## src/rtl/art_pkg.sv

```systemverilog
// art_pkg: shared types and constants of the acknowledgement/retransmit tracker.
// Depends on nothing; imported by every module of the block.
package art_pkg;

  localparam int ART_ENTRIES = 6;

  localparam logic [7:0]  ACK_TYPE          = 8'hFF;
  localparam logic [10:0] ACK_LEN           = 11'd6;
  localparam logic [7:0]  RESET_MAX_RETRIES = 8'd8;
  localparam int          CFG_DATA_W        = 16;

  typedef enum logic [1:0] {
    OP_RX    = 2'd0,
    OP_TX    = 2'd1,
    OP_TIMER = 2'd2
  } opcode_t;

  typedef enum logic [1:0] {
    DISP_PASS   = 2'd0,
    DISP_DROP   = 2'd1,
    DISP_URGENT = 2'd2
  } disp_t;

  typedef enum logic [1:0] {
    REG_SESSION_OPEN = 2'd0,
    REG_PHY_ID       = 2'd1,
    REG_MAX_RETRIES  = 2'd2,
    REG_RETRY_DELAY  = 2'd3
  } cfg_reg_t;

  typedef enum logic [1:0] {
    ST_IDLE,
    ST_MATCH,
    ST_APPLY
  } state_t;

  // Controller to datapath
  typedef struct packed {
    logic capture;
    logic match;
    logic apply;
  } ctrl_cmd_t;

  // Datapath to controller
  typedef struct packed {
    logic can_load;
  } ctrl_stat_t;

endpackage

```

## src/rtl/art_ctrl.sv

```systemverilog
// art_ctrl: sequencing state machine of the tracker (capture, compare, apply).
// Depends on art_pkg.
module art_ctrl import art_pkg::*; (
  input  logic       clk,
  input  logic       rst,
  input  logic       in_valid,
  output logic       in_stall,
  input  ctrl_stat_t stat,
  output ctrl_cmd_t  cmd
);

  state_t state;
  state_t state_next;

  // State register
  always_ff @(posedge clk) begin
    if (rst) begin
      state <= ST_IDLE;
    end else begin
      state <= state_next;
    end
  end

  // Next state
  always_comb begin
    state_next = state;
    unique case (state)
      ST_IDLE: begin
        if (in_valid) state_next = ST_MATCH;
      end
      ST_MATCH: begin
        state_next = ST_APPLY;
      end
      ST_APPLY: begin
        if (stat.can_load) state_next = ST_IDLE;
      end
      default: state_next = ST_IDLE;
    endcase
  end

  // Outputs
  always_comb begin
    in_stall    = 1'b1;
    cmd.capture = 1'b0;
    cmd.match   = 1'b0;
    cmd.apply   = 1'b0;
    unique case (state)
      ST_IDLE: begin
        in_stall    = 1'b0;
        cmd.capture = in_valid;
      end
      ST_MATCH: begin
        cmd.match = 1'b1;
      end
      ST_APPLY: begin
        cmd.apply = stat.can_load;
      end
      default: begin
        in_stall = 1'b1;
      end
    endcase
  end

endmodule

```

## src/rtl/art_dpath.sv

```systemverilog
// art_dpath: input capture, outstanding-packet table, match vectors and result register.
// Depends on art_pkg; driven by art_ctrl commands.
module art_dpath import art_pkg::*; #(
  parameter int ENTRIES = ART_ENTRIES
) (
  input  logic        clk,
  input  logic        rst,
  input  ctrl_cmd_t   cmd,
  output ctrl_stat_t  stat,
  // configuration
  input  logic        session_open,
  input  logic [7:0]  phy_id,
  input  logic [7:0]  max_retries,
  // input transaction
  input  logic [1:0]  opcode,
  input  logic [7:0]  rx_phy,
  input  logic [7:0]  packet_handle,
  input  logic [10:0] packet_length,
  input  logic [7:0]  packet_type,
  input  logic [15:0] serial,
  input  logic        rx_buffer_free,
  input  logic        ack_buffer_free,
  // result transaction
  output logic        out_valid,
  input  logic        out_stall,
  output logic [1:0]  disposition,
  output logic        deliver,
  output logic        send_ack,
  output logic [15:0] ack_serial,
  output logic        release_valid,
  output logic [7:0]  release_handle,
  output logic        start_timer,
  output logic [2:0]  free_entries
);

  localparam int CW = $clog2(ENTRIES + 1);
  localparam int FW = (CW > 3) ? CW : 3;

  // captured transaction
  logic [1:0]  op_q;
  logic [7:0]  phy_q;
  logic [7:0]  handle_q;
  logic [10:0] length_q;
  logic [7:0]  type_q;
  logic [15:0] serial_q;
  logic        rx_free_q;
  logic        ack_free_q;

  // table
  logic               ent_valid   [ENTRIES];
  logic [7:0]         ent_handle  [ENTRIES];
  logic [15:0]        ent_serial  [ENTRIES];
  logic [7:0]         ent_retries [ENTRIES];
  logic [CW-1:0]      free_cnt;
  logic [CW-1:0]      free_cnt_next;

  // compare stage
  logic [ENTRIES-1:0] ser_hit_c, hnd_hit_c, free_vec_c;
  logic [ENTRIES-1:0] ser_hit, hnd_hit, free_vec;
  logic               is_ack, rx_ok;

  // apply stage
  logic [ENTRIES-1:0] ser_oh, hnd_oh, free_oh;
  logic [ENTRIES-1:0] clr_vec, inc_vec, set_vec;
  logic [7:0]         sel_retries, sel_handle;
  logic               at_limit;
  logic [1:0]         disp_n;
  logic               deliver_n, send_ack_n, rel_n, start_n;
  logic [15:0]        ack_serial_n;
  logic [7:0]         rel_handle_n;
  logic [FW-1:0]      free_ext;

  assign stat.can_load = !out_valid || !out_stall;

  // Capture the accepted transaction
  always_ff @(posedge clk) begin
    if (cmd.capture) begin
      op_q       <= opcode;
      phy_q      <= rx_phy;
      handle_q   <= packet_handle;
      length_q   <= packet_length;
      type_q     <= packet_type;
      serial_q   <= serial;
      rx_free_q  <= rx_buffer_free;
      ack_free_q <= ack_buffer_free;
    end
  end

  // Compare every entry in parallel
  always_comb begin
    for (int i = 0; i < ENTRIES; i++) begin
      ser_hit_c[i]  = ent_valid[i] && (ent_serial[i] == serial_q);
      hnd_hit_c[i]  = ent_valid[i] && (ent_handle[i] == handle_q);
      free_vec_c[i] = !ent_valid[i];
    end
  end

  // Hold the match vectors for the apply cycle
  always_ff @(posedge clk) begin
    if (cmd.match) begin
      ser_hit  <= ser_hit_c;
      hnd_hit  <= hnd_hit_c;
      free_vec <= free_vec_c;
      is_ack   <= (length_q == ACK_LEN) && (type_q == ACK_TYPE);
      rx_ok    <= session_open && (phy_q == phy_id);
    end
  end

  // Lowest set bit of each vector
  assign ser_oh  = ser_hit & (~ser_hit + ENTRIES'(1));
  assign hnd_oh  = hnd_hit & (~hnd_hit + ENTRIES'(1));
  assign free_oh = free_vec & (~free_vec + ENTRIES'(1));

  // Pick the fields of the selected entries
  always_comb begin
    sel_retries = '0;
    sel_handle  = '0;
    for (int i = 0; i < ENTRIES; i++) begin
      sel_retries = sel_retries | (ent_retries[i] & {8{hnd_oh[i]}});
      sel_handle  = sel_handle  | (ent_handle[i]  & {8{ser_oh[i]}});
    end
  end

  assign at_limit = sel_retries >= max_retries;

  // Decide the result and the table updates
  always_comb begin
    disp_n       = DISP_PASS;
    deliver_n    = 1'b0;
    send_ack_n   = 1'b0;
    ack_serial_n = '0;
    rel_n        = 1'b0;
    rel_handle_n = '0;
    start_n      = 1'b0;
    clr_vec      = '0;
    inc_vec      = '0;
    set_vec      = '0;
    unique case (op_q)
      OP_RX: begin
        if (rx_ok) begin
          disp_n = DISP_DROP;
          if (is_ack) begin
            rel_n        = |ser_hit;
            rel_handle_n = sel_handle;
            clr_vec      = ser_oh;
          end else if (rx_free_q) begin
            deliver_n = 1'b1;
            if (ack_free_q) begin
              send_ack_n   = 1'b1;
              ack_serial_n = serial_q;
            end
          end
        end
      end
      OP_TX: begin
        if (is_ack) begin
          disp_n = DISP_DROP;
        end else if (|hnd_hit) begin
          if (at_limit) begin
            clr_vec = hnd_oh;
            disp_n  = DISP_DROP;
          end else begin
            inc_vec = hnd_oh;
            start_n = 1'b1;
          end
        end else if (|free_vec) begin
          set_vec = free_oh;
          start_n = 1'b1;
        end else begin
          disp_n = DISP_DROP;
        end
      end
      OP_TIMER: begin
        disp_n = DISP_URGENT;
      end
      default: begin
        disp_n = DISP_PASS;
      end
    endcase
  end

  // Track free entries: a cleared entry adds one, a placed entry takes one
  always_comb begin
    free_cnt_next = free_cnt;
    if (|clr_vec) free_cnt_next = free_cnt + CW'(1);
    else if (|set_vec) free_cnt_next = free_cnt - CW'(1);
  end

  assign free_ext = FW'(free_cnt_next);

  // Update the table
  always_ff @(posedge clk) begin
    if (rst) begin
      for (int i = 0; i < ENTRIES; i++) ent_valid[i] <= 1'b0;
      free_cnt <= CW'(ENTRIES);
    end else if (cmd.apply) begin
      for (int i = 0; i < ENTRIES; i++) begin
        if (clr_vec[i]) ent_valid[i] <= 1'b0;
        else if (set_vec[i]) ent_valid[i] <= 1'b1;
      end
      free_cnt <= free_cnt_next;
    end
  end

  always_ff @(posedge clk) begin
    if (cmd.apply) begin
      for (int i = 0; i < ENTRIES; i++) begin
        if (set_vec[i]) begin
          ent_handle[i]  <= handle_q;
          ent_serial[i]  <= serial_q;
          ent_retries[i] <= '0;
        end else if (inc_vec[i]) begin
          ent_retries[i] <= ent_retries[i] + 8'd1;
        end
      end
    end
  end

  // Result register: load on apply, drop once taken
  always_ff @(posedge clk) begin
    if (rst) begin
      out_valid <= 1'b0;
    end else if (cmd.apply) begin
      out_valid <= 1'b1;
    end else if (!out_stall) begin
      out_valid <= 1'b0;
    end
  end

  always_ff @(posedge clk) begin
    if (cmd.apply) begin
      disposition    <= disp_n;
      deliver        <= deliver_n;
      send_ack       <= send_ack_n;
      ack_serial     <= ack_serial_n;
      release_valid  <= rel_n;
      release_handle <= rel_handle_n;
      start_timer    <= start_n;
      free_entries   <= free_ext[2:0];
    end
  end

endmodule

```

## src/rtl/ack_retransmit_tracker.sv

```systemverilog
// ack_retransmit_tracker: top level with configuration registers, controller and datapath.
// Depends on art_pkg, art_ctrl and art_dpath.
//
//   channel  | direction | handshake               | payload
//   ---------+-----------+-------------------------+--------------------------------------
//   input    | in        | in_valid / in_stall     | opcode .. ack_buffer_free
//   result   | out       | out_valid / out_stall   | disposition .. free_entries
//   config   | in        | cfg_valid / cfg_ready   | cfg_index, cfg_data
//
// A transaction passes through capture, parallel compare of all table
// entries, then priority pick and table update. The next input is taken in
// the cycle after the update, so no new item is taken before the last is through.
// A stalled result holds the update cycle until the result register frees up;
// a result that waits in the register does not block the next capture.
// Reset clears the table valid bits, the free count and the config registers.
module ack_retransmit_tracker import art_pkg::*; #(
  parameter int ENTRIES = ART_ENTRIES
) (
  input  logic                  clk,
  input  logic                  rst,
  // configuration
  input  logic                  cfg_valid,
  output logic                  cfg_ready,
  input  logic [1:0]            cfg_index,
  input  logic [CFG_DATA_W-1:0] cfg_data,
  // input channel
  input  logic                  in_valid,
  output logic                  in_stall,
  input  logic [1:0]            opcode,
  input  logic [7:0]            rx_phy,
  input  logic [7:0]            packet_handle,
  input  logic [10:0]           packet_length,
  input  logic [7:0]            packet_type,
  input  logic [15:0]           serial,
  input  logic                  rx_buffer_free,
  input  logic                  ack_buffer_free,
  // result channel
  output logic                  out_valid,
  input  logic                  out_stall,
  output logic [1:0]            disposition,
  output logic                  deliver,
  output logic                  send_ack,
  output logic [15:0]           ack_serial,
  output logic                  release_valid,
  output logic [7:0]            release_handle,
  output logic                  start_timer,
  output logic [2:0]            free_entries
);

  logic       session_open;
  logic [7:0] phy_id;
  logic [7:0] max_retries;

  ctrl_cmd_t  cmd;
  ctrl_stat_t stat;

  assign cfg_ready = 1'b1;

  // Configuration registers; the retry interval is held by the external timer
  always_ff @(posedge clk) begin
    if (rst) begin
      session_open <= 1'b0;
      phy_id       <= '0;
      max_retries  <= RESET_MAX_RETRIES;
    end else if (cfg_valid) begin
      unique case (cfg_reg_t'(cfg_index))
        REG_SESSION_OPEN: session_open <= cfg_data[0];
        REG_PHY_ID:       phy_id       <= cfg_data[7:0];
        REG_MAX_RETRIES:  max_retries  <= cfg_data[7:0];
        REG_RETRY_DELAY:  ;
        default:          ;
      endcase
    end
  end

  art_ctrl u_ctrl (
    .clk      (clk),
    .rst      (rst),
    .in_valid (in_valid),
    .in_stall (in_stall),
    .stat     (stat),
    .cmd      (cmd)
  );

  art_dpath #(
    .ENTRIES (ENTRIES)
  ) u_dpath (
    .clk             (clk),
    .rst             (rst),
    .cmd             (cmd),
    .stat            (stat),
    .session_open    (session_open),
    .phy_id          (phy_id),
    .max_retries     (max_retries),
    .opcode          (opcode),
    .rx_phy          (rx_phy),
    .packet_handle   (packet_handle),
    .packet_length   (packet_length),
    .packet_type     (packet_type),
    .serial          (serial),
    .rx_buffer_free  (rx_buffer_free),
    .ack_buffer_free (ack_buffer_free),
    .out_valid       (out_valid),
    .out_stall       (out_stall),
    .disposition     (disposition),
    .deliver         (deliver),
    .send_ack        (send_ack),
    .ack_serial      (ack_serial),
    .release_valid   (release_valid),
    .release_handle  (release_handle),
    .start_timer     (start_timer),
    .free_entries    (free_entries)
  );

endmodule

```

## config.mk

```make
export PLATFORM = sky130hd
export DESIGN_NAME = ack_retransmit_tracker
export DESIGN_NICKNAME = d
export VERILOG_FILES = /design/src/rtl/art_pkg.sv /design/src/rtl/art_ctrl.sv /design/src/rtl/art_dpath.sv /design/src/rtl/ack_retransmit_tracker.sv
export SDC_FILE = /design/constraint.sdc
export NUM_CORES = 1
export LEC_CHECK = 0
export ABC_AREA = 0
export BUFFER_PORTS_ARGS = -buffer_cell sky130_fd_sc_hd__buf_2
export CAP_MARGIN = 25
export CORE_UTILIZATION = 42
export CTS_CLUSTER_DIAMETER = 120
export DETAILED_ROUTE_END_ITERATION = 10
export SETUP_SLACK_MARGIN = 0.4
export SKIP_LAST_GASP = 1
export SYNTH_ARGS = -nofsm -noshare
export SYNTH_HDL_FRONTEND = slang
export SYNTH_HIERARCHICAL = 1
export SYNTH_SLANG_ARGS = --single-unit
```

## constraint.sdc

```tcl
create_clock -name clk -period 7.5 [get_ports clk]
set_input_delay 1.5 -clock clk [delete_from_list [all_inputs] [get_ports clk]]
set_output_delay 1.5 -clock clk [all_outputs]
set_load 0.05 [all_outputs]
```

Word-level counts from Yosys, hierarchy flattened. Memories as Yosys holds them, arrays and structs flattened. Cells that the tools add are included.

Input port bits: 78. Output and inout bits: 36. Word-level logic and storage cells: 364. Memories kept: 4. Bits in writable memories: 198. Register bits after elaboration: 131.

Bitwise gates (word level): 51. Reductions and logical operators: 55. $lt $le $gt $ge: 1. Multiplexer cells: 191. Equal/unequal tests: 24. Add/sub/neg operators: 11.

Memories: u_dpath.ent_serial (depth 6, width 16, rd ports 6, clocked after memory_dff 0, write ports 1, RTL line art_dpath.sv:52) `logic [15:0] ent_serial [ENTRIES];`; u_dpath.ent_handle (depth 6, width 8, rd ports 6, clocked after memory_dff 0, write ports 1, RTL line art_dpath.sv:51) `logic [7:0] ent_handle [ENTRIES];`; u_dpath.ent_retries (depth 6, width 8, rd ports 6, clocked after memory_dff 0, write ports 1, RTL line art_dpath.sv:53) `logic [7:0] ent_retries [ENTRIES];`; u_dpath.ent_valid (depth 6, width 1, rd ports 6, clocked after memory_dff 0, write ports 6, RTL line art_dpath.sv:50) `logic ent_valid [ENTRIES];`.

Operators with widths (count): 1-bit two-way mux (133); 8-bit two-way mux (16); 8-bit AND (12); 16-bit == test (6); 16-bit two-way mux (5); 8-bit OR (10); 16-bit OR reduction (5); 8-bit OR reduction (10); 6-bit two-way mux (13); 8-bit == test (7); 3-bit two-way mux (17); 8-bit by 1-bit adder with 8-bit output, second input constant (6); 6-bit OR reduction (5); 6-bit by 1-bit adder with 6-bit output, second input constant (3); 6-bit AND (3); 6-bit inverter (3); 1-bit OR (18); 1-bit logical AND (14); 2-bit case mux with 3 select lines (2); 6-bit case mux with 2 select lines (1); 11-bit by 3-bit == test with 1-bit output, second input constant (1); 8-bit == test, second input constant (1); 8-bit >= comparator (1); 1-bit zero test (8); other kinds (16) (33).

Longest topological paths before layout. Gate-level depths: netlist of run 1.

Depth after elaboration: 25. Gate-level depth with buffers: 13. Gate-level depth less buffers: 11.

Modules after synthesis. Netlist of run 1, hierarchy kept.

By module, submodules not included: art_dpath (seq. area each 9268.9 sq um, instances 1, cells an instance 968, area an instance 13591.8 sq um); ack_retransmit_tracker (seq. area each 340.3 sq um, instances 1, cells an instance 71, area an instance 743.2 sq um); art_ctrl (seq. area each 40.0 sq um, instances 1, cells an instance 10, area an instance 107.6 sq um).

Least setup slack after synthesis of run 1. Ideal clock, no wire load.

Kind: input-to-reg. From: in out_stall. To: mem u_dpath.ent_valid[5], enable pin. Library setup time: 292 ps. Data required time: 7208 ps. Setup slack: 3211 ps. Cell stages on the path: 8. Arrival: 3997 ps. Path buffers: 0. Path through: nand2_1 and3b_1 and4_1 nand2_1 nor3_2 nand3b_1 inv_1 a211o_1.

RTL lines: start: declaration (RTL line ack_retransmit_tracker.sv:39) `input logic out_stall,`; end: declaration (RTL line art_dpath.sv:50).

Final worst setup path of run 1.
From: reg u_dpath.hnd_hit[1]. To: mem u_dpath.ent_retries[3][6], enable pin.

Word-level cells in the longest chain between the ends: 25. Elaborated cells between the ends (all ways): 85. Classes of those cells: add/sub (1); order compare (1); mux (59); bitwise (18); reduce/logical (6).

RTL lines: start: declaration (RTL line art_dpath.sv:59) `logic [ENTRIES-1:0] ser_hit, hnd_hit, free_vec;`; start signal: assignment (RTL line art_dpath.sv:102) `hnd_hit <= hnd_hit_c;`; 6-bit inverter (RTL line art_dpath.sv:111) `assign hnd_oh = hnd_hit & (~hnd_hit + ENTRIES'(1));`; 6-bit by 1-bit adder with 6-bit output (RTL line art_dpath.sv:111); 6-bit AND (RTL line art_dpath.sv:111); 8-bit AND (RTL line art_dpath.sv:119) `sel_retries = sel_retries | (ent_retries[i] & {8{hnd_oh[i]}});`; 8-bit OR (5 in a row) (RTL line art_dpath.sv:119); 8-bit >= comparator (RTL line art_dpath.sv:124) `assign at_limit = sel_retries >= max_retries;`; 6-bit two-way mux (RTL line art_dpath.sv:159) `if (at_limit) begin`; 6-bit two-way mux (RTL line art_dpath.sv:158) `end else if (|hnd_hit) begin`; 6-bit two-way mux (RTL line art_dpath.sv:156) `if (is_ack) begin`; 6-bit two-way mux (RTL line art_dpath.sv:138) `unique case (op_q)`; 1-bit two-way mux (RTL line art_dpath.sv:212) `end else if (inc_vec[i]) begin`; 1-bit two-way mux (RTL line art_dpath.sv:208) `if (set_vec[i]) begin`; 1-bit two-way mux (RTL line art_dpath.sv:206) `if (cmd.apply) begin`; 1-bit two-way mux (implied by the code) (RTL line art_dpath.sv:213) `ent_retries[i] <= ent_retries[i] + 8'd1;`; 1-bit OR (no source line); 8-bit OR reduction (no source line); 3-bit two-way mux (no source line) or 1-bit two-way mux (tied branches) (5 in a row); end: declaration (RTL line art_dpath.sv:53).

Parallel ways exist; a longest one is shown, timed or not.

==> results of run 1 <==
-- per-stage QoR --
step	util	setup WS (ns)	hold slack, ns	instances
2_1_floorplan	-	3.21	0.449	1049
3_3_place_gp	0.456	2.81	0.463	1555
3_5_place_dp	0.459	2.79	0.462	1560
4_1_cts	0.495	2.75	0.478	1626
5_1_grt	0.496	2.41	0.487	1628
6_report	0.496	2.66	0.474	1628
-- report_power, final --
part | internal (mW) | leakage [nW] | switching [mW]
sequential | 2.04 | 2.91 | 0.0579
clock | 1.08 | 0.592 | 0.707
combinational | 0.0699 | 2.46 | 0.0915
total | 3.19 | 5.96 | 0.856
-- state kept, by name, indices dropped and copies added, names as in the netlist, 8 cells and up --
signal and count:
u_dpath/length_q 11, u_dpath/ent_retries 48, u_dpath/serial_q 16, u_dpath/release_handle 8, u_dpath/ack_serial 16, phy_id 8
u_dpath/type_q 8, u_dpath/ent_serial 96, u_dpath/handle_q 8, u_dpath/ent_handle 48, u_dpath/phy_q 8, max_retries 8
-- final cells by class --
| class | instances | area share |
|---|---|---|
| sequential | 329 | 0.577 |
| inverter | 34 | 0.00763 |
| clock inverter | 21 | 0.0125 |
| multi-input combinational | 635 | 0.267 |
| timing repair buffer | 116 | 0.0422 |
| tap | 448 | 0.0335 |
| clock buffer | 45 | 0.0596 |
-- logic make-up (layout without fill, tap and decap cells) --
family                     after synthesis  count (layout)  share of synthesized area
AOI/OAI and AO/OA                       91              91                     0.0467
DFF                                    329             329                      0.668
and+or+nand+nor                        318             318                      0.119
xor gates and xnor gates               190             190                      0.115
adders and majority gates               16              16                     0.0139
other                                    1               1                   0.000260
buffers and inverters                   85             216                     0.0236
muxes                                   19              19                     0.0132
-- worst paths after layout --
path | start | to | slack [ns] | depth (start not counted)
min | max_retries[5] | max_retries[5] | 0.47 | 2
max | u_dpath/hnd_hit[1] | u_dpath/ent_retries[3][6] | 2.66 | 10
min reg2reg | max_retries[5] | max_retries[5] | 0.47 | 2
max reg2reg | u_dpath/hnd_hit[1] | u_dpath/ent_retries[3][6] | 2.66 | 10
-- layer usage --
layer  share of wire  wire [um]  vias up
met3           0.048       1450       50
met1            0.46      14100     4105
met4           0.020        613        0
li1                -          -     4052
met5               0          0        -
met2            0.47      14300      196
-- cells in the final DEF, fill, tap and decap left out, drive strengths merged, types with 19 or more instances in the layout --
master  count
edfxtp    306
xor2      137
buf       116
nor2       79
xnor2      53
clkbuf     45
nand2      43
nand3      40
inv        34
and3       31
nor4       29
nand2b     26
dfxtp      23
a21oi      21
mux2i      19
-- worst max-delay path, cell delays in order (launching register included) --
cell and delay (ns):
edfxtp_1 0.69, nor4b_2 0.98, a222oi_1 0.28, o211a_1 0.24, ha_1 0.27, nand2b_1 0.15
a2111o_1 0.42, a21oi_2 0.23, and3_1 0.61, nand2_2 0.25, nand2_1 0.37
==> flow_summary.json, run 1 <==
{
  "outcome": "finished, final reports clean",
  "fin_nets": 1247,
  "setup_tns_ns": 0,
  "synth_edf_count": 306,
  "syn_nets": 1143,
  "grtUsageMet3": 0.0287,
  "clock_sinks": 329,
  "diodes": 0,
  "gp_congestion": 0.786,
  "die_h_um": 187,
  "worstSetupPathType": "reg -> reg",
  "clk_pin_slew_ns": 0.05,
  "synth_top_area_frac": 0.636,
  "numCtsBuffers": 37,
  "design.core.area_um2": 33700,
  "drv_slew": 0,
  "worstPathArrival_ns": 5.02,
  "grtUsageMet1": 0.248,
  "top_usage_layer": "met2",
  "yosys_warnings": 6,
  "syn_area_per_cell_um2": 13.8,
  "finalPower_mw": 4.05,
  "synthTopCellsByArea": "edfxtp_1 64%, xor2_1 8.3%, xnor2_1 3.2%",
  "drc": 0,
  "post_cts_buffers": 0,
  "postRouteAntennaNets": 0,
  "rsz0062_at_grt": "false",
  "synth_seq_cells": 329,
  "fin_crit_ns": 4.84,
  "fp.dieArea_um2": 35100,
  "ir_worst_vdd_mv": 0.158,
  "grtUsageTotal": 0.176,
  "grt_pass1_vias": 8298,
  "critPathLaunchType": "register",
  "cts_root_buf": "clkbuf_16",
  "rows": 67,
  "vias": 8403,
  "ys_seq_area_frac": 0.668,
  "netlist-cell-type-count": 60,
  "hpwl_mm": 20.1,
  "viasPerCell": 5.16,
  "antenna_found_initial": 0,
  "design_area_um2": 16700,
  "drive_gt1_frac": 0.160,
  "path_max_fanout": 21,
  "routed_wl_mm": 30.4,
  "area_growth_pct": 15.8,
  "hold_class": "reg -> reg",
  "netlist_area_um2": 14400,
  "cts_resized": 0,
  "place_area_um2": 15500,
  "power.leakage_nw": 5.96,
  "grt_util_met2": 0.281,
  "synth_flop_cell": "edfxtp_1",
  "multi_input_area_um2": 4470,
  "ctsHoldBuffers": 0,
  "relSlewSlack": 0.337,
  "ys_async_sr_fraction": 0,
  "start_util": 0.429,
  "drt_pass1_iterations": 6,
  "synth_top_cell_by_area": "edfxtp_1",
  "critical_path_required_ns": 7.68,
  "skew_ns": 0.0127,
  "setup_viol_count_final": 0,
  "drt-wirelength-per-cell_um": 18.7,
  "fin_crit_sh": 0.645,
  "worstSkewPairLatency_ns": 0.52,
  "drtIter0Drc": 578,
  "ys_top_cells_by_count": "306 x edfxtp_1, 137 x xor2_1, 79 x nor2_1, 53 x xnor2_1, 42 x clkbuf_1",
  "fmax_mhz": 207,
  "critPathCaptureType": "register",
  "max_slew.worst_pin.slew_ns": 0.991,
  "regArea_um2": 9650,
  "cts_buffer_depth": 3,
  "grt_max_degree": 57,
  "hold_viol": 0,
  "powerDensity_nw_per_um2": 242,
  "synth_most_common_cell": "edfxtp_1",
  "cts_tree": "built",
  "io_pins": 114,
  "cts.htree.levels": 2,
  "syn-instance-count": 1049,
  "grt_pass1_wl_mm": 47.8,
  "cap_violations": 0,
  "die_x_um": 187,
  "grt-ovfl-total": 0,
  "port_buffers": 104,
  "fill_cells": 2920
}
(Power assumes the default switching activity.)
==> run 2, diff against run 1 <==
==> constraint.sdc (replaced) <==
create_clock -name clk -period 4.9 [get_ports clk]
set_input_delay 0.98 -clock clk [delete_from_list [all_inputs] [get_ports clk]]
set_output_delay 0.98 -clock clk [all_outputs]
set_load 0.05 [all_outputs]
==> run 2 against run 1 <==
Worst hold slack better by 0.0012 ns. Routed wire length rose by 0.45%. Sequential share of layout area increased by 0.13 points. Clock skew shrank 0.0014 ns. Flip-flop and latch count is the same. Highest routed layer unchanged.
==> flow_summary.json, run 2 (synthesis gave the netlist of run 1 again) <==
{
  "grt_util_met2": 0.288,
  "setup_tns_ns": 0,
  "p_int_mw": 4.79,
  "drtIter0Drc": 589,
  "ir_worst_vdd_mv": 0.239,
  "outcome": "finished, final reports clean",
  "p_comb_frac": 0.041,
  "diodes": 0,
  "port_buffers": 104,
  "fin_nets": 1254,
  "critical_path_required_ns": 5.08,
  "finalCoreUtilization": 0.495,
  "path_cells": "buf_4, nor4_1, and2_1, a222oi_1, o211a_1, ha_1, nand2b_1, a2111o_1, a21oi_2, and3_1, buf_4, nand2_2, nand2_1",
  "cts.htree.levels": 2,
  "ctsHoldBuffers": 0,
  "whs_ns": 0.475,
  "cts_tree": "built",
  "viasPerCell": 5.17,
  "hpwl_mm": 20.5,
  "grtUsageTotal": 0.175,
  "place_area_um2": 15500,
  "power.leakage_nw": 5.95,
  "skew_ns": 0.0113,
  "finalPower_mw": 6.11,
  "cts_buffer_depth": 3,
  "cp-startpoint": "u_dpath/hnd_hit[1]",
  "layout_commonest_cell": "edfxtp_1",
  "area_growth_pct": 15.5,
  "top_usage_layer": "met2",
  "crit_end": "u_dpath/ent_retries[3][2]",
  "largest_register_ffs": 96,
  "numCtsBuffers": 38,
  "grt_pass1_wl_mm": 47.8,
  "design_area_um2": 16700,
  "relSlewSlack": 0.447,
  "rsz0062_at_grt": "false",
  "layout_top_registers": "u_dpath/ent_serial: 96 flops, u_dpath/ent_handle: 48 flops, u_dpath/ent_retries: 48 flops",
  "critPathLaunchType": "register",
  "crit_top_cell": "buf_4",
  "r2r_end": "u_dpath/ent_retries[3][2]",
  "cts_root_buf": "clkbuf_16",
  "drt_pass1_iterations": 7,
  "rows": 67,
  "grt_pass1_vias": 8406,
  "power_frac_seq": 0.525,
  "critPathCaptureType": "register",
  "drt-wirelength-per-cell_um": 18.7,
  "setup_viol_count_final": 0,
  "worstPathArrival_ns": 4.28,
  "r2r_slack_ns": 0.80,
  "drc": 0,
  "max_slew.worst_pin.slew_ns": 0.827,
  "drive_gt1_frac": 0.163,
  "crit_path_max_incr_delay_ns": 0.52,
  "start_util": 0.429,
  "fin_crit_ns": 4.10,
  "worstSetupPathType": "reg -> reg",
  "crit_path_top_delay_cell": "nor4_1",
  "clk_pin_slew_ns": 0.06,
  "fin_crit_sh": 0.837,
  "gp_congestion": 0.849,
  "cts_resized": 0,
  "antenna_found_initial": 0,
  "p_sw_mw": 1.32,
  "fmax_mhz": 244,
  "grt_max_degree": 57,
  "hold_viol": 0,
  "netSwitchingFraction": 0.216,
  "io_pins": 114,
  "die_h_um": 187,
  "routed_wl_mm": 30.6,
  "reg2reg_depth": 13,
  "cap_violations": 0,
  "postRouteAntennaNets": 0,
  "vias": 8452,
  "grt-ovfl-total": 0,
  "top_register": "u_dpath/ent_serial",
  "drv_slew": 0,
  "fp.dieArea_um2": 35100,
  "post_cts_buffers": 0,
  "path_max_fanout": 20,
  "grtUsageMet3": 0.0233,
  "design.core.area_um2": 33700,
  "clkPwrFrac": 0.434,
  "hold_class": "reg -> reg",
  "layout_common_cells": "306 x edfxtp_1, 137 x xor2_1, 104 x buf_2, 79 x nor2_1, 53 x xnor2_1",
  "die_x_um": 187,
  "powerDensity_nw_per_um2": 366,
  "worstSkewPairLatency_ns": 0.53,
  "clock_sinks": 329,
  "grtUsageMet1": 0.242,
  "hold_path_startpoint": "max_retries[6]",
  "rr_startpoint": "u_dpath/hnd_hit[1]"
}
-- run 2: worst min-delay path by stage --
| stage | endpoint | cells after the start |
|---|---|---|
| final | max_retries[6] | 2 |
| after global routing | phy_id[7] | 2 |
| after CTS | max_retries[6] | 2 |
| after detailed placement | max_retries[6] | 2 |
| after global placement | session_open | 2 |
| after floorplan | max_retries[1] | 2 |
-- run 2: layer usage --
layer  up-vias  share of wire
met4         0          0.025
met5         -              0
met1      4145           0.46
li1       4077              -
met3        54          0.037
met2       176           0.48
-- run 2: metrics by stage --
stage,worst slack (ns),cells
after floorplan,1.13,1049
after global placement,0.937,1564
after detailed placement,0.845,1567
after CTS,0.855,1634
after global routing,0.653,1635
final,0.798,1635
-- run 2: final cells by class --
| cell class | instances | area [um^2] |
|---|---|---|
| Inverter | 34 | 128 |
| Fill cell | 2974 | 17000 |
| Sequential cell | 329 | 9650 |
| Timing Repair Buffer | 122 | 703 |
| Clock buffer | 55 | 1050 |
| Multi-Input combinational cell | 635 | 4470 |
| Tap cell | 448 | 561 |
| Clock inverter | 12 | 116 |
-- run 2: critical path: cells and delay by family, from the launching register on --
family / cells / cell delay [ns]
AND/OR/NAND/NOR: 6 / 1.67
AO/OA/AOI/OAI: 4 / 0.96
buffers and inverters: 2 / 0.46
flip-flops: 1 / 0.40
adder cells (fa/ha/maj): 1 / 0.26
-- run 2: power by group through the flow --
| stage | combinational (mW) | clock [mW] | sequential (mW) |
|---|---|---|---|
| CTS | 0.256 | 2.71 | 3.21 |
| floorplan | 0.188 | 0 | 3.22 |
| detailed placement | 0.255 | 0 | 3.27 |
| global route | 0.279 | 2.82 | 3.22 |
| global placement | 0.251 | 0 | 3.27 |
| finish | 0.253 | 2.65 | 3.21 |
==> run 3, diff against run 2 <==
--- a/config.mk
+++ b/config.mk
@@ -5,7 +5,7 @@
 export SDC_FILE = /design/constraint.sdc
 export NUM_CORES = 1
 export LEC_CHECK = 0
-export ABC_AREA = 0
+export ABC_AREA = 1
 export BUFFER_PORTS_ARGS = -buffer_cell sky130_fd_sc_hd__buf_2
 export CAP_MARGIN = 25
 export CORE_UTILIZATION = 42
==> constraint.sdc (replaced) <==
create_clock -name clk -period 4.25 [get_ports clk]
set_input_delay 0.85 -clock clk [delete_from_list [all_inputs] [get_ports clk]]
set_output_delay 0.85 -clock clk [all_outputs]
set_load 0.05 [all_outputs]
==> run 3 against run 2 <==
Synthesized cell count up 20%. Via count up 17%. Utilization up 0.33 points. Flip-flop and latch count unchanged. Design area up 1.2%. Maximum frequency up 19%. Critical path type unchanged. Non-clock buffer count down 2. Clock-buffer cell count down 12. Combinational power up 40%. Routed wire length up 9.9%. Power up 15%.
==> flow_summary.json, run 3 <==
{
  "synth_edf_count": 306,
  "synth_flop_cell": "edfxtp_1",
  "max_slew.worst_pin.slew_ns": 0.964,
  "relSlewSlack": 0.356,
  "hold_class": "reg -> reg",
  "synthTopCellsByArea": "edfxtp_1 63%, nand2_1 5.3%, nor2_1 3.7%",
  "synth_top_cell_by_area": "edfxtp_1",
  "cts_root_buf": "clkbuf_16",
  "critPathLaunchType": "register",
  "design.core.area_um2": 33900,
  "fp.dieArea_um2": 35500,
  "yosys_warnings": 6,
  "fin_nets": 1495,
  "area_growth_pct": 15.6,
  "top_register": "u_dpath/ent_serial",
  "rsz0062_at_grt": "false",
  "gp_congestion": 0.886,
  "reg2reg_depth": 14,
  "clk_pin_slew_ns": 0.06,
  "regArea_um2": 9650,
  "ir_worst_vdd_mv": 0.393,
  "clock_sinks": 329,
  "antenna_found_initial": 0,
  "drv_slew": 0,
  "syn-instance-count": 1261,
  "grtUsageTotal": 0.191,
  "fin_ws_ns": 0.804,
  "critPathCaptureType": "register",
  "setup_tns_ns": 0,
  "synth_top_area_frac": 0.629,
  "syn_area_per_cell_um2": 11.6,
  "grt-ovfl-total": 0,
  "grt_pass1_wl_mm": 52.4,
  "setup_viol_count_final": 0,
  "die_h_um": 188,
  "cts_buffer_depth": 3,
  "viasPerCell": 5.25,
  "clkPwrFrac": 0.426,
  "p_int_mw": 5.44,
  "layout_commonest_cell": "edfxtp_1",
  "die_x_um": 188,
  "outcome": "finished, final reports clean",
  "skew_ns": 0.0271,
  "worstSkewPairLatency_ns": 0.54,
  "diodes": 0,
  "p_comb_frac": 0.050,
  "drc": 0,
  "power_frac_seq": 0.524,
  "path_max_fanout": 9,
  "multi_input_area_um2": 4310,
  "hold_depth": 2,
  "hold_viol": 0,
  "vias": 9863,
  "port_buffers": 104,
  "cts.htree.levels": 2,
  "fin_crit_ns": 3.45,
  "io_pins": 114,
  "synth_seq_cells": 329,
  "layout_top_registers": "u_dpath/ent_serial: 96 flops, u_dpath/ent_handle: 48 flops, u_dpath/ent_retries: 48 flops",
  "critical_path_required_ns": 4.44,
  "cts_tree": "built",
  "postRouteAntennaNets": 0,
  "drive_gt1_frac": 0.166,
  "worstSetupPathType": "reg -> reg",
  "drt-wirelength-per-cell_um": 17.9,
  "synth_most_common_cell": "edfxtp_1",
  "netlist-cell-type-count": 50,
  "start_util": 0.431,
  "netlist_area_um2": 14600,
  "pre_cts_slack_ns": 0.545,
  "ys_async_sr_fraction": 0,
  "layout_common_cells": "306 x edfxtp_1, 204 x nand2_1, 143 x nor2_1, 136 x inv_1, 104 x buf_2",
  "fill_cells": 3053,
  "grt_pass1_vias": 9558,
  "cap_violations": 0,
  "largest_register_ffs": 96,
  "fin_crit_sh": 0.811,
  "numCtsBuffers": 37,
  "hpwl_mm": 23.7,
  "power.leakage_nw": 6.37,
  "ys_seq_area_frac": 0.661,
  "drt_pass1_iterations": 5,
  "drtIter0Drc": 804,
  "ys_top_cells_by_count": "306 x edfxtp_1, 205 x nand2_1, 145 x nor2_1, 136 x inv_1",
  "syn_nets": 1355,
  "powerDensity_nw_per_um2": 417,
  "fmax_mhz": 290,
  "grt_max_degree": 47,
  "rows": 67,
  "netSwitchingFraction": 0.228,
  "routed_wl_mm": 33.6,
  "worstPathArrival_ns": 3.63,
  "p_sw_mw": 1.61
}
run 3: layout make-up:
type	instances	area share
sequential	329	0.572
multi-input combinational	760	0.255
clock buffer	43	0.0574
timing repair buffer	120	0.0380
inverter	153	0.0340
tap	448	0.0332
clock inverter	25	0.0105
run 3: power by group through the flow:
stage	Sequential (mW)	Combinational, mW	Clock [mW]
2_1_floorplan	3.75	0.217	0
3_3_place_gp	3.76	0.347	0
3_5_place_dp	3.76	0.352	0
4_1_cts	3.69	0.354	3.08
5_1_grt	3.70	0.390	3.21
6_report	3.69	0.353	3.00
run 3: final timing paths:
kind	startpoint	to	slack (ns)
worst min register to register	max_retries[3]	max_retries[3]	0.46
worst min-delay path	max_retries[3]	max_retries[3]	0.46
worst max-delay path	u_dpath/hnd_hit[0]	u_dpath/ent_retries[3][7]	0.80
worst max register to register	u_dpath/hnd_hit[0]	u_dpath/ent_retries[3][7]	0.80
run 3: timing repair:
action,in CTS,in global routing
hold buffers,0,0
setup endpoints to repair,0,54
setup buffers,0,2
resized for setup,0,1
run 3: cells by family after synthesis:
logic type | synth area share
flip-flops | 0.661
AND/OR/NAND/NOR | 0.158
adder cells (fa/ha/maj) | 0.0137
AO/OA/AOI/OAI | 0.0787
XOR/XNOR | 0.0420
other | 0.000257
buffers and inverters | 0.0468
run 3: routing by layer:
| metal | routed length (um) | vias up | global-route usage |
|---|---|---|---|
| met2 | 16500 | 306 | 0.322 |
| li1 | - | 4765 | - |
| met3 | 1640 | 69 | 0.0272 |
| met5 | 0 | - | 0 |
| met4 | 913 | 0 | 0.0713 |
| met1 | 14500 | 4723 | 0.250 |
run 3: stage by stage:
step                      total power [mW]  instances  hold slack, ns   util  instance area, um^2
after detailed placement              4.11       1808           0.457  0.464                15700
after CTS                             7.12       1876           0.461  0.498                16900
after global routing                  7.29       1878           0.466  0.498                16900
after global placement                4.10       1808           0.449  0.464                15700
after floorplan                       3.96       1261           0.429      -                14600
final                                 7.05       1878           0.464  0.498                16900
run 3: worst max-delay path, cell delays in order, from the launching register on:
cell and delay, ns:
edfxtp_1 0.53, inv_1 0.11, nand2_1 0.12, inv_2 0.10, a221oi_1 0.34, o21ai_0 0.17, a21oi_1 0.12, o21ai_0 0.11
ha_1 0.30, a21oi_1 0.15, o21a_1 0.14, nand2_2 0.13, nor2_1 0.19, nand2_1 0.23, nand2_1 0.35
